**config.mk**
```make
export PLATFORM = sky130hd
export DESIGN_NAME = rmq_sqrt_pipe
export DESIGN_NICKNAME = d
export VERILOG_FILES = /design/src/design/rotation_matrix_to_quaternion_macros.svh /design/src/design/rmq_pkg.sv /design/src/design/rmq_sqrt_pipe.sv
export SDC_FILE = /design/constraint.sdc
export NUM_CORES = 1
export LEC_CHECK = 0
export BUFFER_PORTS_ARGS = -buffer_cell sky130_fd_sc_hd__clkbuf_2
export CAP_MARGIN = 20
export CORE_UTILIZATION = 55
export DETAILED_ROUTE_END_ITERATION = 8
export GPL_ROUTABILITY_DRIVEN = 0
export HOLD_SLACK_MARGIN = 0.15
export PLACE_DENSITY = 0.76
export SYNTH_ARGS = -nofsm -noshare
export SYNTH_HDL_FRONTEND = slang
export SYNTH_SLANG_ARGS = --single-unit
```
**constraint.sdc**
```tcl
create_clock -name clk -period 3.05 [get_ports clk]
set_input_delay 0.1525 -clock clk [delete_from_list [all_inputs] [get_ports clk]]
set_output_delay 0.1525 -clock clk [all_outputs]
set_load 0.02 [all_outputs]
```
**src/design/rotation_matrix_to_quaternion_macros.svh**
```systemverilog
// assertion macros for the rotation matrix to quaternion rtl
// expects clk and rst_n in the scope of the module that uses them
`ifndef ROTATION_MATRIX_TO_QUATERNION_MACROS_SVH
`define ROTATION_MATRIX_TO_QUATERNION_MACROS_SVH

// same-cycle implication, sampled on clk, off while in reset
`define RMQ_ASSERT_IMPL(lbl, ante, cons) \
  lbl: assert property (@(posedge clk) disable iff (!rst_n) (ante) |-> (cons)) \
    else $error("rmq check failed");

// next-cycle implication
`define RMQ_ASSERT_NEXT(lbl, ante, cons) \
  lbl: assert property (@(posedge clk) disable iff (!rst_n) (ante) |=> (cons)) \
    else $error("rmq check failed");

`endif

```
**src/design/rmq_pkg.sv**
```systemverilog
// shared constants and types for the rotation matrix to quaternion block
// no dependencies
package rmq_pkg;

  localparam int FIELD_W       = 18;
  localparam int FRAC_BITS_DEF = 16;
  localparam int MAG_W         = FIELD_W + 1;  // magnitude of a pair sum
  localparam int NUM_LANES     = 3;
  localparam int NUM_IN        = 9;
  localparam int NUM_OUT       = 4;

  typedef struct packed {
    logic en;   // whole pipe advances
    logic vld;  // word entering the unit
  } pipe_ctl_t;

  typedef enum logic [1:0] {
    BEST_X = 2'd0,
    BEST_Y = 2'd1,
    BEST_Z = 2'd2,
    BEST_W = 2'd3
  } best_t;

endpackage

```
**src/design/rmq_sqrt_pipe.sv**
```systemverilog
// pipelined integer square root, one result bit per stage, with a sideband
// depends on rmq_pkg
module rmq_sqrt_pipe import rmq_pkg::*; #(
  parameter int RW  = 17,
  parameter int SBW = 8
) (
  input  logic            clk,
  input  logic            rst_n,
  input  pipe_ctl_t       ctl_i,
  input  logic [2*RW-1:0] rad_i,
  input  logic [SBW-1:0]  side_i,
  output logic            vld_o,
  output logic [RW-1:0]   root_o,
  output logic [SBW-1:0]  side_o
);

  localparam int NP   = 2 * RW;
  localparam int REMW = RW + 1;

  logic [NP-1:0]   rad_r  [RW];
  logic [REMW-1:0] rem_r  [RW];
  logic [RW-1:0]   root_r [RW];
  logic [SBW-1:0]  side_r [RW];
  logic            vld_r  [RW];

  for (genvar k = 0; k < RW; k++) begin : g_stg
    logic [NP-1:0]   rad_in;
    logic [REMW-1:0] rem_in;
    logic [RW-1:0]   root_in;
    logic [SBW-1:0]  side_in;
    logic            vld_in;
    logic [REMW+1:0] cur;
    logic [REMW+1:0] trial;
    logic [REMW+1:0] diff;
    logic            fit;

    if (k == 0) begin : g_first
      assign rad_in  = rad_i;
      assign rem_in  = '0;
      assign root_in = '0;
      assign side_in = side_i;
      assign vld_in  = ctl_i.vld;
    end else begin : g_next
      assign rad_in  = rad_r[k-1];
      assign rem_in  = rem_r[k-1];
      assign root_in = root_r[k-1];
      assign side_in = side_r[k-1];
      assign vld_in  = vld_r[k-1];
    end

    // bring down the next two radicand bits and try 4*root+1
    always_comb begin
      cur   = {rem_in, rad_in[NP-1 -: 2]};
      trial = (REMW+2)'({root_in, 2'b01});
      diff  = cur - trial;
      fit   = (cur >= trial);
    end

    always_ff @(posedge clk) begin
      if (!rst_n) begin
        vld_r[k] <= 1'b0;
      end else if (ctl_i.en) begin
        vld_r[k] <= vld_in;
      end
    end

    always_ff @(posedge clk) begin
      if (ctl_i.en) begin
        rad_r[k]  <= rad_in << 2;
        rem_r[k]  <= fit ? diff[REMW-1:0] : cur[REMW-1:0];
        root_r[k] <= {root_in[RW-2:0], fit};
        side_r[k] <= side_in;
      end
    end
  end

  assign vld_o  = vld_r[RW-1];
  assign root_o = root_r[RW-1];
  assign side_o = side_r[RW-1];

endmodule

```
After elaboration in Yosys (flattened, before gate mapping):

Memory sizes are Yosys's and may differ from the RTL's.
Cells that the tools add are included.

* RAM bits: 1292
* output and inout port bits: 26
* flip-flop bits (word level): 0
* memories kept: 5
* bits of input ports: 46

* multiplexer cells: 39
* add/sub/neg operators: 17
* bitwise operators: 17
* order comparisons: 17

Memories
* rad_r: depth 17, width 32, read ports 16, clocked after memory_dff 0, wr ports 17, RTL line rmq_sqrt_pipe.sv:20 `logic [NP-1:0] rad_r [RW];`
* rem_r: depth 17, width 18, read ports 16, clocked after memory_dff 0, wr ports 17, RTL line rmq_sqrt_pipe.sv:21 `logic [REMW-1:0] rem_r [RW];`
* root_r: depth 17, width 17, read ports 17, clocked after memory_dff 0, wr ports 17, RTL line rmq_sqrt_pipe.sv:22 `logic [RW-1:0] root_r [RW];`
* side_r: depth 17, width 8, read ports 17, clocked after memory_dff 0, wr ports 17, RTL line rmq_sqrt_pipe.sv:23 `logic [SBW-1:0] side_r [RW];`
* vld_r: depth 17, width 1, read ports 17, clocked after memory_dff 0, wr ports 17, RTL line rmq_sqrt_pipe.sv:24 `logic vld_r [RW];`

Operators with widths (number)
* 20-bit by 19-bit >= comparator with 1-bit output: 16
* 18-bit 2-to-1 mux: 17
* 18-bit subtractor: 16
* 1-bit 2-to-1 mux: 22
* 1-bit bitwise OR: 17
* 2-bit by 1-bit subtractor with 3-bit output, second input constant: 1
* 2-bit by 1-bit >= comparator with 1-bit output, second input constant: 1

Logic depth before layout (Yosys ltp):

Gate-level depths: netlist of the first run.

* depth after elaboration: 4
* depth in mapped cells: 12
* mapped depth without buffers: 10

Worst setup path after synthesis of the first run:

Ideal clock, no wire load.

* kind: register to register
* start point: mem rem_r[0][237] (netlist name)
* end point: mem rem_r[0][269] (netlist name), data pin
* data arrival time: 2.326 ns
* cell stages (with the launch flop): 10
* path slack: 0.470 ns
* cell sequence: edfxtp_1 > ha_1 > a211oi_1 > nor2_1 > o21a_1 > a211o_1 > a211oi_2 > clkbuf_1 > nor3_1 > a21o_1

RTL lines (RTL line)
* from (decl): rmq_sqrt_pipe.sv:21

==> run_results.csv, run 1 <==
group,metric,value,unit
final_layout,mostFrequentLayoutCells,"845 x edfxtp_1, 196 x inv_1, 171 x ha_1",
clock_tree,clk_pin_slew,60,ps
clock_tree,cts-htree-levels,3,
hold_path,min_from,"side_i[5]",
floorplan,design.core.area,65700,sq um
setup_path,slowest_stage,"ha_1",
setup_path,path_class,"register to register",
placed_design,portBuffers,71,
clock_tree,clock_sinks,846,
power,pwr_density_cell,702,nW/um^2
final_layout,num_antenna_cells,0,
synth,synth-edff-count,845,
route,routed_wl,62700,um
hold_path,hold_depth,2,
route,vias_per_cell,5.61,
synth,syn_area,36600,sq um
sta,slew_headroom,49.0,%
sta,clock_skew,46.2,ps
final_layout,final_area,41500,sq um
setup_path,timing.rr.start,"rem_r[0][224]",
clock_tree,cts_buffers,85,
clock_tree,cts_setup_buffers,0,
final_layout,mostFrequentLayoutCell,"edfxtp_1",
setup_path,path_delay_family,"simple AND/OR/NAND/NOR gates",
power,finalPower,0.0291,W
final_layout,drive_gt1_share,10.7,%
grt,grtUsageTotal,18.7,%
clock_tree,cts_tree,"done",
floorplan,start_util,55.6,%
job,maxCapViolCount,0,
sta,fin_crit_sh,95.0,%
route,drc_errors,0,
synth,synth_top_family_by_area,"simple AND/OR/NAND/NOR gates",
setup_path,worstPathArrival,3290,ps
setup_path,reg2reg_depth,8,
grt,antenna_found_initial,0,
power,p_int,0.0218,W
synth,synth-adder-area-share,5.85,%
route,ant_nets,0,
synth,synthXorXnorAreaFrac,4.60,%
power,power_frac_clock,34.8,%
sta,worst_slew_pin_slew,765,ps
final_layout,final_nets,2966,
clock_tree,insertion_delay,640,ps
final_layout,final_util,63.1,%
synth,synth_warnings,0,
grt,grt_pass1_wl,102000,um
floorplan,row_count,94,
synth,synth_fp_nets,2755,
setup_path,cpPeakStageDelay,470,ps
setup_path,worstSetupStartpointType,"register",
sta,min_period,2900,ps
grt,grt_overflow,0,
hold_path,min_to,"side_r[0][5]",
run_status,outcome,"finished, final reports clean",
clock_tree,cts_root_buf,"clkbuf_16",
power,switchingPower,0.00727,W
power,switching_share,25.0,%
final_layout,seq_area,25400,sq um
synth,ys_types,77,
setup_path,path_buf_inv,1,
sta,holdWs,230,ps
clock_tree,clk_path_buf_depth,3,
final_layout,final.fill_count,4542,
floorplan,die_x,260,um
synth,synth_seq_area_share,69.5,%
final_layout,area_delta_synth_final,13.4,%
route,via_count,20600,
sta,finalHoldViolCount,0,
sta,slew_viol_final,0,
sta,setup_viol,0,
sta,max_freq,0.345,GHz
placed_design,dp_hpwl,41200,um
synth,synth_ff_type,"edfxtp_1",
route,drt_iter0_drc,1408,
synth,ys_seq_elements,846,
floorplan,fp.dieArea,67500,sq um
floorplan,die_y,260,um
hold_path,hp-class,"input port to register",
floorplan,io_pins,72,
setup_path,required,3440,ps
synth,synthArstFlopShare,0,%
power,p_leak,16.0,nW
power,seqPwrFrac,51.2,%
route,wl_per_cell,17.0,um
synth,synth_mux_area_share,1.52,%
setup_path,crit_chain,"ha_1 -> nand4_1 -> nor4b_2 -> nor2_1 -> a41o_1 -> a21o_2 -> inv_1 -> mux2_2",
power,combPwrFrac,14.0,%
sta,rsz0062_at_grt,"false",
route,dr.pass1.iters,6,
synth,avgSynthCellArea,14.4,sq um
setup_path,critPathMaxFanout,8,
grt,grt_max_degree,125,
setup_path,cp-end-kind,"register",
synth,synthCells,2538,
grt,grt_pass1_vias,20900,
sta,final.setup.tns,0,ps
setup_path,worst_r2r_endpoint,"rem_r[0][241]",
final_layout,multiInputGateArea,10300,sq um
setup_path,reg2reg_slack,150,ps
synth,synth_compound_area_share,7.73,%
synth,synthSimpleGateAreaFrac,8.39,%
placed_design,placed_area,38200,sq um
power,vdd_ir_drop_max,0.000522,V
-- layer usage --
| layer | part of all wire, % | track usage [%] | up-vias |
|---|---|---|---|
| met4 | 3.4 | 7.99 | 0 |
| met5 | 0 | 0 | - |
| met2 | 51 | 33.1 | 593 |
| li1 | - | - | 9926 |
| met1 | 40 | 22.5 | 9937 |
| met3 | 4.6 | 3.27 | 171 |
-- sequential cells by signal, summed over array words and instances (netlist names) --
name	count
rad_r	272
rem_r	268
root_r	153
side_r	136
vld_r	17
-- stage by stage --
stage / worst slack (ps) / std cells
after floorplan: 470 / 2538
after global placement: 207 / 3479
after detailed placement: 80.2 / 3479
after CTS: 98.6 / 3680
after global routing: 11.9 / 3680
final: 154 / 3680
-- Yosys cell counts, types with 12 or more instances --
master,count,share of area (%)
edfxtp_1,845,69
inv_1,196,2.0
ha_1,171,5.9
nor2_1,154,1.6
a21oi_1,149,2.0
nand2_1,119,1.2
o21ai_0,111,1.5
xnor2_1,106,2.5
xor2_1,86,2.1
nor3_1,59,0.81
a21o_1,49,1.0
nand3_1,38,0.52
mux2_2,37,1.1
o21a_1,37,0.76
nor2b_1,30,0.51
nand2b_1,28,0.48
and3_1,26,0.44
nor4_1,23,0.39
or3_1,23,0.39
nand4_1,22,0.38
clkbuf_1,18,0.18
a31oi_1,14,0.24
o211ai_1,14,0.29
o31ai_1,13,0.27
or4_1,13,0.27
nand3b_1,12,0.25
-- power groups by stage --
stage	registers, W	clock network [W]	logic, W
floorplan	0.0149	0	0.00290
global placement	0.0151	0	0.00376
detailed placement	0.0151	0	0.00395
CTS	0.0149	0.0103	0.00404
global route	0.0150	0.0108	0.00454
finish	0.0149	0.0101	0.00408
-- cells by family (layout without fill, tap and decap cells) --
kind of cell | after synthesis | after routing
adder cells (fa/ha/maj) | 171 | 171
AND/OR/NAND/NOR | 595 | 595
flip-flops | 846 | 846
other | 1 | 1
AO/OA/AOI/OAI | 455 | 455
XOR/XNOR | 192 | 192
multiplexers | 49 | 49
buffers and inverters | 229 | 507
-- timing repair --
action / in CTS / in global routing
pin swaps: 0 / 0
hold endpoints to repair: 105 / 0
endpoints found under the setup margin: 2 / 20
hold buffers: 47 / 0
resized for setup: 1 / 3
-- worst reg2reg max path: cells and delay by family (launching register included) --
| family | cells | cell delay, ps |
|---|---|---|
| mux | 1 | 370 |
| compound gates | 2 | 490 |
| buf+inv | 1 | 220 |
| flops | 1 | 410 |
| fa+ha+maj | 1 | 470 |
| simple gates | 3 | 690 |
-- area by class of cell --
class / count / area share (%)
clock inverter: 51 / 1.22
tap: 864 / 2.61
inverter: 199 / 1.81
sequential: 846 / 61.3
clock buffer: 103 / 5.34
multi-input combinational: 1463 / 24.9
timing repair buffer: 154 / 2.91
-- how the worst max path moves through the flow --
stage	startpoint	to	slack, ps	depth (start not counted)
detailed placement	rem_r[0][216]	rem_r[0][235]	80	10
global placement	rem_r[0][225]	rem_r[0][241]	210	8
floorplan	rem_r[0][237]	rem_r[0][269]	470	9
CTS	rem_r[0][224]	rem_r[0][241]	100	8
global route	rem_r[0][126]	rem_r[0][150]	10	9
finish	rem_r[0][224]	rem_r[0][241]	150	8
Note: power is estimated with default switching activity, not from simulation.
==> run 2, diff against run 1 <==
==> constraint.sdc (replaced) <==
create_clock -name clk -period 2.75 [get_ports clk]
set_input_delay 0.1375 -clock clk [delete_from_list [all_inputs] [get_ports clk]]
set_output_delay 0.1375 -clock clk [all_outputs]
set_load 0.02 [all_outputs]
==> run_results.csv, run 2 (same netlist as run 1, synthesis figures left out) <==
group,metric,value,unit
final_layout,largest_register_ffs,272,
grt,grt_max_degree,150,
clock_tree,clock_sinks,846,
route,routed_wl,62400,um
clock_tree,cts_buffers,85,
sta,slew_headroom,46.0,%
setup_path,slowest_stage,"ha_1",
final_layout,final_nets,3005,
setup_path,critPathMaxFanout,7,
sta,rsz0062_at_grt,"true",
final_layout,largest-register,"rad_r",
power,vdd_ir_drop_max,0.000762,V
final_layout,mostFrequentLayoutCell,"edfxtp_1",
final_layout,area_delta_synth_final,15.1,%
final_layout,largestRegisters,"rad_r x272, rem_r x268, root_r x153",
clock_tree,cts_root_buf,"clkbuf_16",
power,pwr_density_cell,780,nW/um^2
route,ant_nets,0,
final_layout,final.fill_count,4504,
floorplan,die_x,260,um
clock_tree,cts_tree,"done",
clock_tree,clk_path_buf_depth,3,
final_layout,drive_gt1_share,13.0,%
sta,fin_crit_sh,97.0,%
job,maxCapViolCount,0,
grt,grtUsageTotal,18.5,%
setup_path,worstPathArrival,3040,ps
route,wl_per_cell,16.8,um
route,vias_per_cell,5.64,
grt,grt_overflow,0,
grt,grt_pass1_wl,101000,um
clock_tree,insertion_delay,640,ps
setup_path,path_buf_inv,2,
setup_path,required,3120,ps
setup_path,cpMostUsedCell,"buf_4",
sta,finalHoldViolCount,0,
setup_path,path_class,"register to register",
final_layout,num_antenna_cells,0,
floorplan,row_count,94,
sta,max_freq,0.375,GHz
setup_path,cpPeakStageDelay,410,ps
sta,setup_viol,0,
clock_tree,clk_pin_slew,60,ps
setup_path,crit_chain,"ha_1 -> nand4_1 -> buf_4 -> nor4b_2 -> nor2_1 -> a41o_1 -> a21o_1 -> buf_4 -> a211oi_1 -> xor2_1",
floorplan,io_pins,72,
placed_design,portBuffers,71,
route,dr.pass1.iters,7,
clock_tree,cts-htree-levels,3,
placed_design,dp_hpwl,41700,um
final_layout,instances_no_fill,3716,
placed_design,place_inst,3508,
setup_path,worstSetupStartpointType,"register",
route,drt_iter0_drc,1553,
floorplan,design.core.area,65700,sq um
route,drc_errors,0,
run_status,outcome,"finished, final reports clean",
floorplan,start_util,55.6,%
power,finalPower,0.0328,W
final_layout,mostFrequentLayoutCells,"845 x edfxtp_1, 195 x inv_1, 167 x ha_1",
floorplan,fp.dieArea,67500,sq um
setup_path,path_delay_family,"compound AO/OA/AOI/OAI gates",
sta,clock_skew,41.7,ps
route,via_count,20900,
floorplan,die_y,260,um
grt,grt_pass1_vias,21200,
sta,min_period,2670,ps
hold_path,hp-class,"input port to register",
sta,worst_slew_pin_slew,810,ps
grt,antenna_found_initial,0,
power,p_leak,16.3,nW
sta,slew_viol_final,0,
setup_path,cp-end-kind,"register",
-- run 2: changes by cell type in the layout (fill, tap and decap cells not counted), moves of 3 or more --
cell,before,now
clkinv_1,14,10
o21ai_0,111,108
ha_2,0,3
clkbuf_1,17,12
bufinv_16,6,12
buf_12,8,13
buf_4,28,59
ha_1,171,167
-- run 2: cell type report --
class	count	area [sq um]	share of cell area (%)
Clock buffer	97	2170	5.16
Multi-Input combinational cell	1463	10400	24.8
Inverter	199	749	1.78
Timing Repair Buffer	193	1560	3.71
Sequential cell	846	25400	60.3
Tap cell	864	1080	2.57
Clock inverter	54	673	1.60
-- run 2: through the flow --
step	instance area [sq um]	setup TNS, ps	hold WS (ps)	worst slack, ps	utilization, %
finish	42100	0	214	82.3	64.0
global route	42100	-248	195	-53.9	64.0
CTS	41900	0	181	12.8	63.7
detailed placement	38500	-62.4	316	-32.8	58.6
global placement	38500	0	315	93.1	58.6
floorplan	36600	0	236	170	-
-- run 2: metal layers --
layer	vias to the layer above	global-route usage, %	share of wire (%)
li1	10000	-	-
met1	10100	21.6	40
met2	599	33.5	52
met3	198	3.26	4.4
met4	0	7.65	3.5
met5	-	0	0
-- run 2: final timing paths --
kind,start,to,slack [ps],cells past startpoint
worst max-delay path,rem_r[0][221],rem_r[0][249],80,10
worst max register to register,rem_r[0][221],rem_r[0][249],80,10
worst min-delay path,rad_i[2],rad_r[0][2],210,2
worst min register to register,side_r[9][3],side_r[10][3],410,0
-- run 2: what timing repair did --
item,in CTS,in global routing
setup buffers,0,8
pin swaps,0,7
gates cloned,0,2
hold buffers,47,0
setup endpoints to repair,17,79
hold endpoints to repair,124,0
resized for setup,9,29
-- run 2: report_power, final --
part	leakage, nW	internal [W]	switching [W]
registers	8.15	0.0158	0.000685
clock network	1.40	0.00686	0.00478
logic	6.70	0.00211	0.00257
